File: src/hw/rtl/pol_pkg.sv
`timescale 1ns / 1ps

package pol_pkg;

	localparam logic [2:0] OP_READ   = 3'd0;
	localparam logic [2:0] OP_WRITE  = 3'd1;
	localparam logic [2:0] OP_INSERT = 3'd2;
	localparam logic [2:0] OP_REMOVE = 3'd3;
	localparam logic [2:0] OP_CLEAR  = 3'd4;

	localparam int DATA_W  = 32;
	localparam int POS_W   = 6;
	localparam int COUNT_W = 6;

	typedef enum logic [1:0] {
		ACT_HOLD,
		ACT_LOAD,
		ACT_LEFT,
		ACT_RIGHT
	} cell_act_t;

endpackage

File: src/hw/rtl/pol_cell.sv
`timescale 1ns / 1ps

module pol_cell (
	input  logic                                clk,
	input  pol_pkg::cell_act_t                  act,
	input  logic signed [pol_pkg::DATA_W-1:0]   din,
	input  logic signed [pol_pkg::DATA_W-1:0]   left_val,
	input  logic signed [pol_pkg::DATA_W-1:0]   right_val,
	output logic signed [pol_pkg::DATA_W-1:0]   val
);
	import pol_pkg::*;

	logic signed [DATA_W-1:0] val_q;

	// entry contents need no reset, count alone says what is valid
	always_ff @(posedge clk) begin
		unique case (act)
			ACT_HOLD:  val_q <= val_q;
			ACT_LOAD:  val_q <= din;
			ACT_LEFT:  val_q <= left_val;
			ACT_RIGHT: val_q <= right_val;
			default:   val_q <= val_q;
		endcase
	end

	assign val = val_q;

endmodule

File: src/hw/rtl/positional_ordered_list.sv
`timescale 1ns / 1ps
// the result of an item is registered and shown in the cycle after it is accepted
// throughput: one item per cycle while not stalled; the cell row shifts, loads or holds
// every entry in the same cycle, and the read mux over the row sets the cycle time
// the input stalls only while a result waits and the output is stalled
// reset: the entry count and the output valid clear at once, cell contents are not reset
module positional_ordered_list #(
	parameter int CAPACITY = 32
) (
	input  logic                                clk,
	input  logic                                arst_n,
	input  logic                                in_valid,
	output logic                                in_stall,
	input  logic [2:0]                          opcode,
	input  logic [pol_pkg::POS_W-1:0]           position,
	input  logic signed [pol_pkg::DATA_W-1:0]   data_in,
	output logic                                out_valid,
	input  logic                                out_stall,
	output logic                                ok,
	output logic signed [pol_pkg::DATA_W-1:0]   data_out,
	output logic [pol_pkg::COUNT_W-1:0]         count,
	output logic                                empty_res
);
	import pol_pkg::*;

	localparam int CW   = $clog2(CAPACITY + 1);
	localparam int CMPW = ((CW > POS_W) ? CW : POS_W) + 1;
	localparam int IW   = $clog2(CAPACITY);

	logic [CW-1:0]            cnt_q;
	logic                     out_valid_q;
	logic                     ok_q;
	logic signed [DATA_W-1:0] dout_q;
	logic [COUNT_W-1:0]       count_q;
	logic                     empty_q;

	logic [CMPW-1:0] pos_ext, cnt_ext, idx, cnt_nxt;
	logic            acc, pos_nz, in_list, ins_ok, rd_ok, wr_ok, rem_ok, clr;
	logic            res_ok;
	logic signed [DATA_W-1:0] rd_val, res_dout;
	logic signed [DATA_W-1:0] vals [CAPACITY];
	cell_act_t                acts [CAPACITY];

	assign in_stall = out_valid_q && out_stall;
	assign acc      = in_valid && !in_stall;

	assign pos_ext = CMPW'(position);
	assign cnt_ext = CMPW'(cnt_q);
	assign idx     = pos_ext - CMPW'(1);
	assign pos_nz  = (position != '0);
	assign in_list = pos_nz && (pos_ext <= cnt_ext);

	assign rd_ok  = acc && (opcode == OP_READ) && in_list;
	assign wr_ok  = acc && (opcode == OP_WRITE) && in_list;
	assign rem_ok = acc && (opcode == OP_REMOVE) && in_list;
	assign ins_ok = acc && (opcode == OP_INSERT) && pos_nz &&
		(pos_ext <= cnt_ext + CMPW'(1)) && (cnt_ext < CMPW'(CAPACITY));
	assign clr    = acc && (opcode == OP_CLEAR);
	assign res_ok = rd_ok || wr_ok || rem_ok || ins_ok || clr;

	assign rd_val   = vals[idx[IW-1:0]];
	assign res_dout = (rd_ok || rem_ok) ? rd_val : '0;

	always_comb begin
		cnt_nxt = cnt_ext;
		if (clr)
			cnt_nxt = '0;
		else if (ins_ok)
			cnt_nxt = cnt_ext + CMPW'(1);
		else if (rem_ok)
			cnt_nxt = cnt_ext - CMPW'(1);
	end

	// per-cell: insert pulls from the left, remove from the right, write loads
	for (genvar k = 0; k < CAPACITY; k++) begin : g_cell
		logic signed [DATA_W-1:0] left_v, right_v;

		always_comb begin
			acts[k] = ACT_HOLD;
			if (ins_ok) begin
				if (CMPW'(k) > idx)
					acts[k] = ACT_LEFT;
				else if (CMPW'(k) == idx)
					acts[k] = ACT_LOAD;
			end else if (wr_ok && (CMPW'(k) == idx)) begin
				acts[k] = ACT_LOAD;
			end else if (rem_ok && (CMPW'(k) >= idx)) begin
				acts[k] = ACT_RIGHT;
			end
		end

		if (k == 0) begin : g_first
			assign left_v = data_in;
		end else begin : g_mid_l
			assign left_v = vals[k-1];
		end
		if (k == CAPACITY - 1) begin : g_last
			assign right_v = vals[k];
		end else begin : g_mid_r
			assign right_v = vals[k+1];
		end

		pol_cell u_cell (
			.clk       (clk),
			.act       (acts[k]),
			.din       (data_in),
			.left_val  (left_v),
			.right_val (right_v),
			.val       (vals[k])
		);
	end

	always_ff @(posedge clk or negedge arst_n) begin
		if (!arst_n) begin
			cnt_q       <= '0;
			out_valid_q <= 1'b0;
		end else begin
			if (acc)
				cnt_q <= cnt_nxt[CW-1:0];
			if (acc)
				out_valid_q <= 1'b1;
			else if (!out_stall)
				out_valid_q <= 1'b0;
		end
	end

	always_ff @(posedge clk) begin
		if (acc) begin
			ok_q    <= res_ok;
			dout_q  <= res_dout;
			count_q <= cnt_nxt[COUNT_W-1:0];
			empty_q <= (cnt_nxt == '0);
		end
	end

	assign out_valid = out_valid_q;
	assign ok        = ok_q;
	assign data_out  = dout_q;
	assign count     = count_q;
	assign empty_res = empty_q;

	a_cnt_bound: assert property (@(posedge clk) disable iff (!arst_n)
		CMPW'(cnt_q) <= CMPW'(CAPACITY))
		else $error("entry count above capacity");

	a_fail_zero: assert property (@(posedge clk) disable iff (!arst_n)
		out_valid_q && !ok_q |-> dout_q == '0)
		else $error("rejected item returned data");

	a_empty_match: assert property (@(posedge clk) disable iff (!arst_n)
		out_valid_q |-> empty_q == (cnt_q == '0))
		else $error("empty flag disagrees with entry count");

	a_ins_grow: assert property (@(posedge clk) disable iff (!arst_n)
		ins_ok |=> cnt_q == $past(cnt_q) + CW'(1))
		else $error("insert did not grow the list");

endmodule
File: config.mk
export PLATFORM = sky130hd
export DESIGN_NAME = positional_ordered_list
export DESIGN_NICKNAME = d
export VERILOG_FILES = /design/src/hw/rtl/pol_pkg.sv /design/src/hw/rtl/pol_cell.sv /design/src/hw/rtl/positional_ordered_list.sv
export SDC_FILE = /design/constraint.sdc
export NUM_CORES = 2
export LEC_CHECK = 0
export BUFFER_PORTS_ARGS = -buffer_cell sky130_fd_sc_hd__clkbuf_2
export CAP_MARGIN = 5
export CORE_UTILIZATION = 40
export DETAILED_ROUTE_END_ITERATION = 8
export PLACE_DENSITY = 0.53
export SYNTH_ARGS = -nofsm -noshare
export SYNTH_HDL_FRONTEND = slang
export SYNTH_SLANG_ARGS = --single-unit
File: constraint.sdc
create_clock -name clk -period 20.6 [get_ports clk]
set_input_delay 5.15 -clock clk [delete_from_list [all_inputs] [get_ports clk]]
set_output_delay 5.15 -clock clk [all_outputs]
set_load 0.005 [all_outputs]
# Yosys cells after proc, flatten, opt, wreduce, memory -nomap -nowiden
# Cells that the tools add are included.
# Widths: inputs -> output; s select.
# classes
addsub,3
bitwise_logic,1
n_eq_ne,132
muxes,200
n_lt_le_gt_ge,68
reduce_logical,122
# op_table
cell,count
$pmux 32 s3,30
$mux 2,128
$bmux 32 s5,1
$eq 2x2->1 const B,64
$pmux 32 s2,2
$eq 5x7->1 const A,16
$ge 5x7->1 const A,16
$gt 5x7->1 const A,16
$logic_and 1x1->1,78
$eq 2x1->1 const B,32
$logic_not 2->1,32
$mux 32,2
$eq 4x7->1 const A,8
$ge 4x7->1 const A,8
$gt 4x7->1 const A,8
$mux 1,34
$eq 3x7->1 const A,4
$ge 3x7->1 const A,4
$gt 3x7->1 const A,4
$mux 7,3
$eq 2x7->1 const A,2
$ge 1x7->1 const A,2
$ge 2x7->1 const A,2
$gt 1x7->1 const A,2
other kinds (19),28
# word_totals
word_cells,564
out_inout_bits,42
register_bits,1071
inputBits,45

# Depth between registers and ports, before layout
# depth
depth_word,12
ltp_mapped,18
depth_no_buf,14

# Cells and area by module
# Synthesis repeated with hierarchy kept, for this count alone.
# unflattened
hier_cells,5442
hier_area_um2,65122.5
# by_module_without_submodules
module,seq_area_each_um2,area_per_inst_um2,n_inst,cells_per_inst
pol_cell,960.9,1672.9,32,140
positional_ordered_list,1376.3,11591.1,1,962

# Worst setup path after synthesis
# OpenSTA, ideal clock, no wires.
# synth_timing
path_kind,in2reg
startpoint,input port position[0] in the netlist's numbering
endpoint,register g_cell[27].u_cell.val_q[0] (enable)
stages,11
t_required_ns,20.089
setup_time_ns,0.511
path_buffers,3
slack_ns,9.535
arrival_ns,10.554
cell_sequence,buf_2 -> inv_1 -> ha_1 -> nand3_1 -> or4_1 -> o21a_1 -> buf_2 -> o22ai_1 -> nand2_1 -> clkbuf_1 -> o41ai_1
# synth_via
elab_chain_len,8
word_cells_on_any_way,21
cone_classes,1 x add/sub; 4 x order compare; 1 x eq/ne; 5 x mux; 10 x reduce/logical
# synth_lines
element,line_no,source
start: declaration,positional_ordered_list.sv:15,"input logic [pol_pkg::POS_W-1:0] position,"
branches (longest 6 deep; another with $sub 6x1->7),-,
$mux 2 *,positional_ordered_list.sv:80,if (ins_ok) begin
$logic_not 2->1 *,pol_cell.sv:17,unique case (act)
end signal: assignment,pol_cell.sv:18,ACT_HOLD: val_q <= val_q;
end signal: assignment,pol_cell.sv:19,ACT_LOAD: val_q <= din;
end signal: assignment,pol_cell.sv:20,ACT_LEFT: val_q <= left_val;
end: declaration,pol_cell.sv:13,logic signed [DATA_W-1:0] val_q;
# Every way passes the cells marked *.
# A chain may end at the register's enable or synchronous reset.

# Worst setup path in the final report
# layout_timing
startpoint,input port position[0] in the netlist's numbering
endpoint,register g_cell[21].u_cell.val_q[9] (enable)
# layout_via
elab_chain_len,8
word_cells_on_any_way,21
cone_classes,1 x add/sub; 4 x order compare; 1 x eq/ne; 5 x mux; 10 x reduce/logical
# layout_lines
element,line_no
branches (longest 6 deep; another with $sub 6x1->7),-
$mux 2 *,positional_ordered_list.sv:80
$logic_not 2->1 *,pol_cell.sv:17
end signal: assignment,pol_cell.sv:18
end signal: assignment,pol_cell.sv:19
end signal: assignment,pol_cell.sv:20
end: declaration,pol_cell.sv:13
# Marks and branches as above.

==> impl_metrics.py <==
metrics = {
    "run_status": {
        "outcome": "completed",
    },
    "yosys": {
        "ys_ff_latch": 1071,
        "syn_area_sq_mm": 0.0599,
        "synth-main-ff-cell": "edfxtp_1",
        "ys_types": 84,
        "yosys_warnings": 0,
        "ys_seq_area_frac": 0.536,
        "synth_top_area_cell": "edfxtp_1",
        "async_reset_ff_frac": 0.00654,
        "syn_nets": 4947,
        "synthTopCellsByArea": "edfxtp_1, mux4_2, a221o_1",
        "avgSynthCellArea_sq_um": 12.3,
        "synth_cells": 4882,
        "synth_edf_count": 1064,
        "synth_top_area_frac": 0.533,
    },
    "worst_setup_path": {
        "worstPathCellList": "buf_8 > inv_1 > ha_4 > buf_4 > buf_4 > buf_4 > nor2_1 > a211oi_1 > o21ai_1 > nor2_4 > buf_4 > nor2_1 > o21ai_4 > buf_4",
        "setup.worst_path.start_class": "input port",
        "critPathMaxFanout": 68,
        "critPathBufInv": 7,
        "r2r_slack_ps": 15000,
        "arrival_ps": 12070,
        "crit_path_max_incr_delay_ps": 820,
        "path_class": "input port to register",
        "reg2reg_depth": 15,
        "reg2reg_from": "cnt_q[0]",
        "required_ps": 21010,
        "regToRegEndpoint": "g_cell[30].u_cell.val[1]",
        "endpoint_kind": "register",
        "path_delay_family": "buffers and inverters",
        "crit_slowest_cell": "buf_4",
        "critical_path.most_common_cell": "buf_4",
    },
    "timing": {
        "slew_violations": 0,
        "min_period_ps": 11660,
        "rsz0062_at_grt": "no",
        "worst_pin_slew_ps": 1280,
        "finalHoldViolations": 0,
        "fin_setup_tns_ps": 0,
        "fin_skew_ps": 33.2,
        "maxSlewHeadroom": 0.142,
        "fmax_mhz": 85.8,
        "setup_viol": 0,
        "final.period_utilization": 0.566,
    },
    "floorplan": {
        "placementRows": 141,
        "io_pins": 87,
        "fp.dieH_microns": 389,
        "core_area_sq_mm": 0.148,
        "initial_core_util": 0.404,
        "die-area_sq_mm": 0.151,
        "die_x_microns": 389,
    },
    "routing": {
        "wl_microns": 219000,
        "post_drt_wl_per_cell_microns": 32.8,
        "vias": 45619,
        "drc": 0,
        "via_per_inst": 6.83,
        "initialDrtViolationCount": 5218,
        "dr.pass1.iters": 6,
        "ant_nets": 0,
    },
    "pwr": {
        "p_leak_uw": 0.0215,
        "pwr-share-comb": 0.129,
        "powerDensity_mw_per_mm2": 81.5,
        "swShare": 0.263,
        "seqPwrFrac": 0.463,
        "p_int_uw": 3970,
        "p_sw_uw": 1420,
        "vdd_drop_max_uv": 91.7,
        "p_clk_frac": 0.408,
    },
    "run": {
        "drv_cap": 0,
    },
    "clock_tree": {
        "cts_setup_buffers": 0,
        "cts.sinks": 1071,
        "clockBufferDepth": 3,
        "root_buffer": "clkbuf_16",
        "cts-htree-levels": 4,
        "clk_pin_slew_ps": 60,
        "clk-insertion-delay-late_ps": 780,
        "cts_tree": "yes",
        "numCtsBuffers": 130,
        "cts.repair.resized": 0,
        "ctsHoldBuffers": 0,
    },
    "cells_and_area": {
        "nets": 4729,
        "syn2layout_area_growth_pct": 10.2,
        "antenna_cells": 0,
        "final_cell_mix": "edfxtp_1, nand2_1, a22oi_1, a221o_1, nor3_1",
        "final_core_util": 0.446,
        "fillers": 13478,
        "layout_commonest_cell": "edfxtp_1",
        "drive_gt1_frac": 0.171,
    },
    "min_path": {
        "worstHoldPathCells": 2,
        "hp-start": "g_cell[30].u_cell.val[13]",
        "hold_path.class": "register to register",
        "min_to": "g_cell[31].u_cell.val[13]",
    },
    "grt": {
        "grt_pass1_wl_microns": 323000,
        "gr-usage-all-layers": 0.286,
        "overflow": 0,
        "grt_max_degree": 93,
        "grt_pass1_vias": 44631,
        "antenna_found_initial": 1,
    },
    "placement": {
        "port_buffers": 86,
        "place_congestion": 0.949,
        "hpwl_microns": 145000,
    },
}
==> layout make-up <==
type / count / area (sq um) / area share
Multi-Input combinational cell: 3185 / 25900 / 0.392
Tap cell: 1930 / 2410 / 0.0366
Clock inverter: 54 / 360 / 0.00546
Sequential cell: 1071 / 32100 / 0.486
Clock buffer: 168 / 3520 / 0.0533
Inverter: 50 / 189 / 0.00286
Timing Repair Buffer: 226 / 1530 / 0.0231
==> worst register-to-register path, delay by kind of cell, from the launching register on <==
family / cells / cell delay, ps
buf+inv: 4 / 1690
simple gates: 4 / 940
xor+xnor: 1 / 170
flops: 1 / 480
fa+ha+maj: 2 / 540
compound gates: 4 / 1320
==> registers in the layout, summed over array words and instances, names as in the netlist <==
signal,count
out_valid,1
cnt_q,6
g_cell.u_cell.val,1024
ok,1
count,6
data_out,32
empty_res,1
==> worst max-delay path by stage <==
stage	startpoint	endpoint	slack, ps	depth (start not counted)
2_1_floorplan	position[0]	g_cell[27].u_cell.val[0]	9540	11
3_5_place_dp	position[0]	g_cell[21].u_cell.val[9]	8120	14
5_1_grt	position[0]	g_cell[21].u_cell.val[9]	8400	14
3_3_place_gp	position[0]	g_cell[21].u_cell.val[9]	8220	14
4_1_cts	position[0]	g_cell[21].u_cell.val[19]	8930	14
6_report	position[0]	g_cell[21].u_cell.val[9]	8940	14
==> per-layer routing <==
layer	part of all wire	global-route usage	vias up
met5	0	0	-
met4	0.045	0.123	0
met3	0.069	0.0399	423
met2	0.49	0.477	2323
met1	0.40	0.373	23457
li1	-	-	19416
==> per-stage QoR <==
step                      hold WS [ps]  setup slack [ps]  cells  power (uW)  area [sq um]
after CTS                          583              8930   6682        5400         66000
after global placement             558              8220   6460        3220         62100
after global routing               599              8400   6684        5530         66100
after floorplan                    540              9540   4882        2970         59900
final                              577              8940   6684        5380         66100
after detailed placement           569              8120   6460        3230         62100
==> synthesized netlist by cell type, types with 56 or more instances <==
| library cell | n |
|---|---|
| edfxtp_1 | 1064 |
| nand2_1 | 649 |
| a22oi_1 | 418 |
| a221o_1 | 384 |
| clkbuf_1 | 336 |
| nor3_1 | 307 |
| mux4_2 | 298 |
| o21ai_0 | 192 |
| buf_2 | 167 |
| nor2_1 | 124 |
| o31ai_1 | 100 |
| a21o_1 | 66 |
| a22o_1 | 64 |
| o21ai_1 | 61 |
| nand3_1 | 57 |
| o311ai_0 | 57 |
| buf_1 | 56 |
==> power groups by stage <==
stage	clock network, uW	logic, uW	registers, uW
floorplan	0	450	2520
global placement	0	680	2540
detailed placement	0	692	2540
CTS	2220	693	2490
global route	2300	744	2490
finish	2200	697	2490
==> kinds of logic after synthesis <==
group,synth area share
AO/OA/AOI/OAI,0.198
XOR/XNOR,0.00100
adder cells (fa/ha/maj),0.00418
buffers and inverters,0.0440
flip-flops,0.536
multiplexers,0.120
AND/OR/NAND/NOR,0.0968
Note: power is estimated with default switching activity, not from simulation.
